<file path="src/rtl/core/lcr_pkg.sv">
// ----------------------------------------------------------------------------
// lcr_pkg
// Shared types and constants for the load cell converter serial reader.
// ----------------------------------------------------------------------------
package lcr_pkg;

    // conversion frame length in bits, MSB first
    localparam int DATA_BITS = 24;
    localparam int BIT_POS_W = 6;
    localparam int CFG_IDX_W = 3;
    localparam int CFG_DATA_W = 32;

    localparam logic [BIT_POS_W-1:0] FRAME_LEN = BIT_POS_W'(DATA_BITS);
    localparam logic [16:0] IDLE_SAT = 17'h1FFFF;
    localparam logic [7:0] RUN_SAT = 8'hFF;

    typedef enum logic [CFG_IDX_W-1:0] {
        CFG_REQUIRED_LOW_POLLS     = 3'd0,
        CFG_MAX_IDLE_POLLS         = 3'd1,
        CFG_MAX_CONSECUTIVE_ERRORS = 3'd2,
        CFG_MAX_ONES_VALUE         = 3'd3
    } t_cfg_idx;

    typedef struct packed {
        logic [7:0]  required_low_polls;
        logic [15:0] max_idle_polls;
        logic [7:0]  max_consecutive_errors;
        logic [31:0] max_ones_value;
    } t_cfg;

    typedef struct packed {
        logic        sclk_pulse;
        logic        reading_valid;
        logic [31:0] reading;
        logic        frame_error;
        logic        fatal;
        logic [31:0] reading_count;
        logic [31:0] error_count;
        logic [7:0]  consecutive_error_count;
    } t_result;

endpackage

</file>
<file path="src/rtl/core/lcr_cfg_regs.sv">
// ----------------------------------------------------------------------------
// lcr_cfg_regs
// Configuration register file with reset defaults; writes to unknown
// indexes are dropped.
// ----------------------------------------------------------------------------
module lcr_cfg_regs (
    input  logic                              i_clk,
    input  logic                              i_rst_n,
    input  logic                              i_cfg_we,
    input  logic [lcr_pkg::CFG_IDX_W-1:0]     i_cfg_index,
    input  logic [lcr_pkg::CFG_DATA_W-1:0]    i_cfg_data,
    output lcr_pkg::t_cfg                     o_cfg
);

    lcr_pkg::t_cfg r_cfg;
    lcr_pkg::t_cfg n_cfg;

    always_comb begin
        n_cfg = r_cfg;
        if (i_cfg_we) begin
            unique case (i_cfg_index)
                lcr_pkg::CFG_REQUIRED_LOW_POLLS:
                    n_cfg.required_low_polls = i_cfg_data[7:0];
                lcr_pkg::CFG_MAX_IDLE_POLLS:
                    n_cfg.max_idle_polls = i_cfg_data[15:0];
                lcr_pkg::CFG_MAX_CONSECUTIVE_ERRORS:
                    n_cfg.max_consecutive_errors = i_cfg_data[7:0];
                lcr_pkg::CFG_MAX_ONES_VALUE:
                    n_cfg.max_ones_value = i_cfg_data[31:0];
                default: ;
            endcase
        end
    end

    always_ff @(posedge i_clk) begin
        if (!i_rst_n) begin
            r_cfg.required_low_polls     <= 8'd3;
            r_cfg.max_idle_polls         <= 16'd1000;
            r_cfg.max_consecutive_errors <= 8'd10;
            r_cfg.max_ones_value         <= 32'd511;
        end else begin
            r_cfg <= n_cfg;
        end
    end

    assign o_cfg = r_cfg;

endmodule

</file>
<file path="src/rtl/core/lcr_step.sv">
// ----------------------------------------------------------------------------
// lcr_step
// Reader state and the single-pass update for one data line sample.
// ----------------------------------------------------------------------------
module lcr_step (
    input  logic              i_clk,
    input  logic              i_rst_n,
    input  logic              i_fire,
    input  logic              i_level,
    input  lcr_pkg::t_cfg     i_cfg,
    output lcr_pkg::t_result  o_result
);

    logic                          r_shifting, n_shifting;
    logic [7:0]                    r_low_run, n_low_run;
    logic [16:0]                   r_idle_polls, n_idle_polls;
    logic [lcr_pkg::BIT_POS_W-1:0] r_bit_pos, n_bit_pos;
    logic [31:0]                   r_shift_value, n_shift_value;
    logic [31:0]                   r_last_value, n_last_value;
    logic [31:0]                   r_good_frames, n_good_frames;
    logic [31:0]                   r_bad_frames, n_bad_frames;
    logic [7:0]                    r_bad_run, n_bad_run;
    logic                          r_stopped, n_stopped;

    logic [7:0]                    low_inc;
    logic [16:0]                   idle_inc;
    logic [31:0]                   shifted;
    logic [lcr_pkg::BIT_POS_W-1:0] pos_inc;
    logic [31:0]                   ones_mask;
    logic [7:0]                    bad_inc;
    logic                          pulse, good, bad;

    assign shifted   = {r_shift_value[30:0], i_level};
    assign pos_inc   = r_bit_pos + 1'b1;
    assign ones_mask = shifted ^ (shifted + 32'd1);
    assign low_inc   = (r_low_run == lcr_pkg::RUN_SAT) ? r_low_run : r_low_run + 8'd1;
    assign idle_inc  = (r_idle_polls == lcr_pkg::IDLE_SAT) ? r_idle_polls
                                                            : r_idle_polls + 17'd1;
    assign bad_inc   = (r_bad_run == lcr_pkg::RUN_SAT) ? r_bad_run : r_bad_run + 8'd1;

    always_comb begin
        n_shifting    = r_shifting;
        n_low_run     = r_low_run;
        n_idle_polls  = r_idle_polls;
        n_bit_pos     = r_bit_pos;
        n_shift_value = r_shift_value;
        n_last_value  = r_last_value;
        n_good_frames = r_good_frames;
        n_bad_frames  = r_bad_frames;
        n_bad_run     = r_bad_run;
        n_stopped     = r_stopped;
        pulse         = 1'b0;
        good          = 1'b0;
        bad           = 1'b0;

        if (r_stopped) begin
            // stopped: hold everything
        end else if (!r_shifting) begin
            if (!i_level) begin
                n_low_run    = low_inc;
                n_idle_polls = '0;
            end else begin
                n_low_run    = '0;
                n_idle_polls = idle_inc;
            end
            // idle limit takes priority over the frame start
            if (n_idle_polls > {1'b0, i_cfg.max_idle_polls}) begin
                n_stopped = 1'b1;
            end else if (n_low_run >= i_cfg.required_low_polls) begin
                n_shifting    = 1'b1;
                n_bit_pos     = '0;
                n_shift_value = '0;
                pulse         = 1'b1;
            end
        end else begin
            n_shift_value = shifted;
            n_bit_pos     = pos_inc;
            if (pos_inc < lcr_pkg::FRAME_LEN) begin
                pulse = 1'b1;
            end else begin
                n_shifting   = 1'b0;
                n_low_run    = '0;
                n_idle_polls = '0;
                n_bit_pos    = '0;
                if (ones_mask > i_cfg.max_ones_value) begin
                    bad          = 1'b1;
                    n_bad_frames = r_bad_frames + 32'd1;
                    n_bad_run    = bad_inc;
                    if (bad_inc > i_cfg.max_consecutive_errors) begin
                        n_stopped = 1'b1;
                    end
                end else begin
                    good          = 1'b1;
                    n_last_value  = shifted;
                    n_good_frames = r_good_frames + 32'd1;
                    n_bad_run     = '0;
                end
            end
        end
    end

    always_comb begin
        o_result.sclk_pulse              = pulse;
        o_result.reading_valid           = good;
        o_result.reading                 = n_last_value;
        o_result.frame_error             = bad;
        o_result.fatal                   = n_stopped;
        o_result.reading_count           = n_good_frames;
        o_result.error_count             = n_bad_frames;
        o_result.consecutive_error_count = n_bad_run;
    end

    always_ff @(posedge i_clk) begin
        if (!i_rst_n) begin
            r_shifting    <= 1'b0;
            r_low_run     <= '0;
            r_idle_polls  <= '0;
            r_bit_pos     <= '0;
            r_shift_value <= '0;
            r_last_value  <= '0;
            r_good_frames <= '0;
            r_bad_frames  <= '0;
            r_bad_run     <= '0;
            r_stopped     <= 1'b0;
        end else if (i_fire) begin
            r_shifting    <= n_shifting;
            r_low_run     <= n_low_run;
            r_idle_polls  <= n_idle_polls;
            r_bit_pos     <= n_bit_pos;
            r_shift_value <= n_shift_value;
            r_last_value  <= n_last_value;
            r_good_frames <= n_good_frames;
            r_bad_frames  <= n_bad_frames;
            r_bad_run     <= n_bad_run;
            r_stopped     <= n_stopped;
        end
    end

    a_stop_sticky: assert property (@(posedge i_clk) disable iff (!i_rst_n)
        r_stopped |=> r_stopped)
        else $error("stop flag cleared without reset");

    a_pos_idle: assert property (@(posedge i_clk) disable iff (!i_rst_n)
        !r_shifting |-> (r_bit_pos == '0))
        else $error("bit position nonzero while waiting");

    a_pos_range: assert property (@(posedge i_clk) disable iff (!i_rst_n)
        r_bit_pos < lcr_pkg::FRAME_LEN)
        else $error("bit position beyond frame length");

endmodule

</file>
<file path="src/rtl/core/lcr_out_stage.sv">
// ----------------------------------------------------------------------------
// lcr_out_stage
// Result register: hold a result until the downstream side takes it.
// ----------------------------------------------------------------------------
module lcr_out_stage (
    input  logic              i_clk,
    input  logic              i_rst_n,
    input  logic              i_load,
    input  lcr_pkg::t_result  i_result,
    input  logic              i_stall,
    output logic              o_valid,
    output logic              o_free,
    output lcr_pkg::t_result  o_result
);

    logic             r_valid;
    lcr_pkg::t_result r_result;

    assign o_free = !r_valid || !i_stall;

    always_ff @(posedge i_clk) begin
        if (!i_rst_n) begin
            r_valid <= 1'b0;
        end else if (i_load) begin
            r_valid <= 1'b1;
        end else if (!i_stall) begin
            r_valid <= 1'b0;
        end
    end

    always_ff @(posedge i_clk) begin
        if (i_load) begin
            r_result <= i_result;
        end
    end

    assign o_valid  = r_valid;
    assign o_result = r_result;

endmodule

</file>
<file path="src/rtl/core/load_cell_adc_serial_reader_top.sv">
// ----------------------------------------------------------------------------
// load_cell_adc_serial_reader_top
// Serial readout of a load cell converter: one data line sample in, one
// result out, with frame checking, counters and a sticky fatal flag.
// ----------------------------------------------------------------------------
//  channel  | handshake                 | payload
//  ---------+---------------------------+-------------------------------------
//  in       | i_in_valid / o_in_stall   | i_data_level
//  out      | o_out_valid / i_out_stall | o_sclk_pulse .. o_consecutive_error_count
//  cfg      | i_cfg_we                  | i_cfg_index, i_cfg_data
//
//  One sample per cycle sustained while the output is not stalled; a result
//  reaches the output through the input register, then the result register.
//  All state updates happen in one pass of lcr_step as the sample moves from
//  the input register into the result register.
//  Synchronous active-low reset clears control state and restores the
//  configuration defaults.
//  A stall on the output holds the result register; the input register then
//  fills and o_in_stall rises until the result is taken.
// ----------------------------------------------------------------------------
module load_cell_adc_serial_reader_top (
    input  logic                           i_clk,
    input  logic                           i_rst_n,
    // input transaction
    input  logic                           i_in_valid,
    output logic                           o_in_stall,
    input  logic                           i_data_level,
    // output transaction
    output logic                           o_out_valid,
    input  logic                           i_out_stall,
    output logic                           o_sclk_pulse,
    output logic                           o_reading_valid,
    output logic [31:0]                    o_reading,
    output logic                           o_frame_error,
    output logic                           o_fatal,
    output logic [31:0]                    o_reading_count,
    output logic [31:0]                    o_error_count,
    output logic [7:0]                     o_consecutive_error_count,
    // configuration writes
    input  logic                           i_cfg_we,
    input  logic [lcr_pkg::CFG_IDX_W-1:0]  i_cfg_index,
    input  logic [lcr_pkg::CFG_DATA_W-1:0] i_cfg_data
);

    lcr_pkg::t_cfg    cfg;
    lcr_pkg::t_result step_result;
    lcr_pkg::t_result out_result;

    logic r_in_valid;
    logic r_in_level;
    logic out_free;
    logic advance;
    logic in_accept;

    // Advance the held sample whenever the result register can take it.
    assign advance    = r_in_valid && out_free;
    assign o_in_stall = r_in_valid && !out_free;
    assign in_accept  = i_in_valid && !o_in_stall;

    always_ff @(posedge i_clk) begin
        if (!i_rst_n) begin
            r_in_valid <= 1'b0;
        end else if (in_accept) begin
            r_in_valid <= 1'b1;
        end else if (advance) begin
            r_in_valid <= 1'b0;
        end
    end

    // Capture the sample; payload needs no reset.
    always_ff @(posedge i_clk) begin
        if (in_accept) begin
            r_in_level <= i_data_level;
        end
    end

    lcr_cfg_regs u_cfg (
        .i_clk       (i_clk),
        .i_rst_n     (i_rst_n),
        .i_cfg_we    (i_cfg_we),
        .i_cfg_index (i_cfg_index),
        .i_cfg_data  (i_cfg_data),
        .o_cfg       (cfg)
    );

    lcr_step u_step (
        .i_clk    (i_clk),
        .i_rst_n  (i_rst_n),
        .i_fire   (advance),
        .i_level  (r_in_level),
        .i_cfg    (cfg),
        .o_result (step_result)
    );

    lcr_out_stage u_out (
        .i_clk    (i_clk),
        .i_rst_n  (i_rst_n),
        .i_load   (advance),
        .i_result (step_result),
        .i_stall  (i_out_stall),
        .o_valid  (o_out_valid),
        .o_free   (out_free),
        .o_result (out_result)
    );

    // Unpack the result register onto the ports.
    assign o_sclk_pulse              = out_result.sclk_pulse;
    assign o_reading_valid           = out_result.reading_valid;
    assign o_reading                 = out_result.reading;
    assign o_frame_error             = out_result.frame_error;
    assign o_fatal                   = out_result.fatal;
    assign o_reading_count           = out_result.reading_count;
    assign o_error_count             = out_result.error_count;
    assign o_consecutive_error_count = out_result.consecutive_error_count;

    a_advance_fills: assert property (@(posedge i_clk) disable iff (!i_rst_n)
        advance |=> o_out_valid)
        else $error("advanced sample did not reach the result register");

    a_verdict_exclusive: assert property (@(posedge i_clk) disable iff (!i_rst_n)
        o_out_valid |-> !(o_reading_valid && o_frame_error)
                     && !(o_sclk_pulse && (o_reading_valid || o_frame_error)))
        else $error("conflicting frame verdict flags");

    a_stall_only_full: assert property (@(posedge i_clk) disable iff (!i_rst_n)
        o_in_stall |-> (r_in_valid && o_out_valid && i_out_stall))
        else $error("input stalled with room downstream");

endmodule
</file>
<file path="config.mk">
export PLATFORM = sky130hd
export DESIGN_NAME = load_cell_adc_serial_reader_top
export DESIGN_NICKNAME = d
export VERILOG_FILES = /design/src/rtl/core/lcr_pkg.sv /design/src/rtl/core/lcr_cfg_regs.sv /design/src/rtl/core/lcr_step.sv /design/src/rtl/core/lcr_out_stage.sv /design/src/rtl/core/load_cell_adc_serial_reader_top.sv
export SDC_FILE = /design/constraint.sdc
export NUM_CORES = 1
export LEC_CHECK = 0
export BUFFER_PORTS_ARGS = -buffer_cell sky130_fd_sc_hd__buf_4
export CAP_MARGIN = 5
export CORE_MARGIN = 2
export CORE_UTILIZATION = 23
export CTS_CLUSTER_SIZE = 20
export DETAILED_ROUTE_END_ITERATION = 7
export GPL_TIMING_DRIVEN = 0
export PLACE_DENSITY = 0.5
export SLEW_MARGIN = 30
export SYNTH_ARGS = -nofsm -noshare
export SYNTH_HDL_FRONTEND = slang
export SYNTH_SLANG_ARGS = --single-unit
</file>
<file path="constraint.sdc">
create_clock -name i_clk -period 5.2 [get_ports i_clk]
set_input_delay 1.04 -clock i_clk [delete_from_list [all_inputs] [get_ports i_clk]]
set_output_delay 1.04 -clock i_clk [all_outputs]
set_load 0.05 [all_outputs]
</file>
==> results.cfg <==
[run_status]
status = complete, no violations

[yosys]
synth_flop_cell = dfxtp_1
syn_inst = 1828
yosysWarnings = 0
synth_cell_types = 81
synth_nets = 1939
synth_enable_flop_cells = 109
synthArstFlopShare_pct = 0
ys_seq_area_share_pct = 47.6
yosys_register_bits = 343
syn_area_um2 = 16700
avgSynthCellArea_um2 = 9.15

[die]
die_y_um = 274
die_x_um = 274
row_count = 98
core_region_area_um2 = 71700
initial_core_util_pct = 23.3
die-area_um2 = 74900
pin_count = 151

[routing]
viasPerCell = 4.66
drt-total-wl_mm = 50.6
drc = 0
initialDrtViolationCount = 1027
wl_per_cell_um = 16.8
ant_nets = 0
vias = 14000
first_pass_iters = 7

[placement]
io_buffers = 148
place_congestion = 0.863
placed_area_um2 = 19100
dp_cells = 2927
hpwl_mm = 38.1

[worst_setup_path]
r2r-start = r_in_level$_DFFE_PP_
crit_fanout = 10
rr_endpoint = u_out.o_result[83]$_DFFE_PP_
path_common_cell = nand2_1
required_ns = 5.48
endpoint_kind = register
path_cells = clkbuf_2 -> nand2_1 -> nor2_2 -> nand2_1 -> nor3_2 -> inv_1 -> nor3_1 -> ha_1 -> a211oi_1 -> o21bai_1 -> a21oi_1 -> nand4_4 -> a21oi_4 -> buf_12 -> buf_2 -> mux2_1
r2r_cells = 16
critical_path.max_stage_delay_ns = 0.53
critPathLaunchType = register
regToRegSetupSlack_ns = 0.34
crit_type = register to register
cp_slowest_cell = edfxtp_1
cp.arrival_ns = 5.14

[clock_tree]
cts.sinks = 343
hold_buffers = 0
clockRootBuffer = clkbuf_16
htree_levels = 2
cts_max_path_buffers = 3
clk_latency_ns = 0.56
clk_pin_slew_ns = 0.06
cts_buffers = 42
cts_tree = done

[sta]
hold_viol_final = 0
setup_viol = 0
finalClockSkew_ns = 0.0129
period_share_pct = 93.4
finalCriticalPeriod_ns = 4.86
drv_slew = 0
max_slew_margin_pct = 35.7
fmax_mhz = 206
tns_ns = 0
tightest_slew_ns = 0.958

[layout]
stdcell_count = 3005
final_common_cell = nand2_1
nNetsFinal = 2134
drive_gt1_share_pct = 16.2
fin_area_um2 = 20600
diodes = 0
syn2layout_area_growth_pct = 23.3
finalCoreUtilization_pct = 28.8
final_cell_mix = 270 x nand2_1, 234 x dfxtp_1, 153 x buf_4, 127 x nor2_1

[run]
maxCapViolCount = 0

[power_and_ir_drop]
leakagePower_nw = 7.58
ir_drop_v = 0.000223
p_per_area_nw_per_um2 = 312
finalPower_w = 0.00643

[min_path]
hp-class = register to register
hold_depth = 2
worstHoldStart = u_cfg.o_cfg[12]$_SDFFE_PN0P_
worstHoldEndpoint = u_cfg.o_cfg[12]$_SDFFE_PN0P_

[global_routing]
track_usage_pct = 13.2
grt_pass1_wl_mm = 77.8
grt_start_max_net_pins = 69
grt_pass1_vias = 13700
grt.overflow.total = 0
antenna_found_initial = 4
-- flip-flops by register name, summed over array words and instances (netlist names), 17 cells and up --
signal and flops:
u_step.r_good_frames 32, u_step.r_shift_value 31, u_cfg.o_cfg 64, u_out.o_result 108, u_step.r_idle_polls 17, u_step.r_last_value 32
u_step.r_bad_frames 32
-- per-stage QoR --
| step | hold WS (ns) | worst slack, ns |
|---|---|---|
| 2_1_floorplan | 0.436 | 1.37 |
| 3_3_place_gp | 0.446 | -0.480 |
| 3_5_place_dp | 0.453 | -0.492 |
| 4_1_cts | 0.460 | -0.0197 |
| 5_1_grt | 0.472 | -0.0464 |
| 6_report | 0.456 | 0.344 |
-- area by class of cell --
| type | instances | area (um^2) |
|---|---|---|
| Buffer | 98 | 458 |
| Timing Repair Buffer | 151 | 1170 |
| Inverter | 86 | 323 |
| Sequential cell | 343 | 7960 |
| Fill cell | 7573 | 51100 |
| Clock inverter | 24 | 287 |
| Multi-Input combinational cell | 1301 | 8070 |
| Clock buffer | 52 | 1180 |
| Tap cell | 950 | 1190 |
-- cell usage after synthesis, drive strengths merged, types with 16 or more instances --
cell type,number,share of area [%]
nand2,271,6.1
dfxtp,234,28
nor2,129,2.9
a21oi,112,3.5
edfxtp,109,20
nand3,109,3.3
o21ai,104,3.1
inv,85,1.9
ha,70,5.2
clkbuf,58,1.3
xor2,54,2.8
xnor2,52,2.7
nand4,41,1.7
buf,40,1.4
and3,38,1.5
nor3,34,1.0
mux2,33,2.2
o22ai,32,1.2
or3,31,1.2
o211ai,27,1.2
and2,18,0.67
nor4,16,0.94
-- cell families (layout without fill, tap and decap cells) --
logic type                 Yosys count  count (layout)  share of synthesized area, %
xor gates and xnor gates           106             106                          5.55
and+or+nand+nor                    734             734                          21.4
DFF                                343             343                          47.6
buffers and inverters              184             411                          4.60
AOI/OAI and AO/OA                  350             350                          12.9
muxes                               41              41                          2.70
adders and majority gates           70              70                          5.24
-- worst max-delay path by stage --
stage / from / end / slack (ns) / cells past startpoint
3_3_place_gp: r_in_level$_DFFE_PP_ / u_out.o_result[83]$_DFFE_PP_ / -0.48 / 15
4_1_cts: r_in_level$_DFFE_PP_ / u_out.o_result[83]$_DFFE_PP_ / -0.02 / 15
6_report: r_in_level$_DFFE_PP_ / u_out.o_result[83]$_DFFE_PP_ / 0.34 / 16
3_5_place_dp: r_in_level$_DFFE_PP_ / u_out.o_result[83]$_DFFE_PP_ / -0.49 / 15
2_1_floorplan: u_step.r_shift_value[10]$_SDFFE_PN0P_ / u_out.o_result[81]$_DFFE_PP_ / 1.37 / 15
5_1_grt: r_in_level$_DFFE_PP_ / u_out.o_result[57]$_DFFE_PP_ / -0.05 / 17
-- timing repair --
| item | in CTS | in global routing |
|---|---|---|
| pin swaps | 0 | 1 |
| buffers inserted | 0 | 2 |
| resized for setup | 5 | 8 |
| setup endpoints to repair | 88 | 162 |
-- worst max-delay path, delay by kind of cell (launching register included) --
| family | cells | cell delay [ns] |
|---|---|---|
| adders and majority gates | 1 | 0.29 |
| DFF | 1 | 0.53 |
| and+or+nand+nor | 6 | 1.40 |
| AOI/OAI and AO/OA | 4 | 1.06 |
| muxes | 1 | 0.43 |
| buffers and inverters | 4 | 0.84 |
-- power by group --
group | switching (W) | leakage (nW) | internal, W
logic | 0.000340 | 4.01 | 0.000128
registers | 0.0000238 | 2.85 | 0.00282
clock network | 0.00121 | 0.721 | 0.00191
-- metal layers --
layer | track usage [%] | vias to the layer above | wire (um)
met1 | 17.8 | 6702 | 23500
met4 | 3.05 | 8 | 760
met3 | 2.66 | 67 | 2660
met2 | 21.7 | 327 | 23600
met5 | 0 | - | 56
li1 | - | 6896 | -
(Power assumes the default switching activity.)
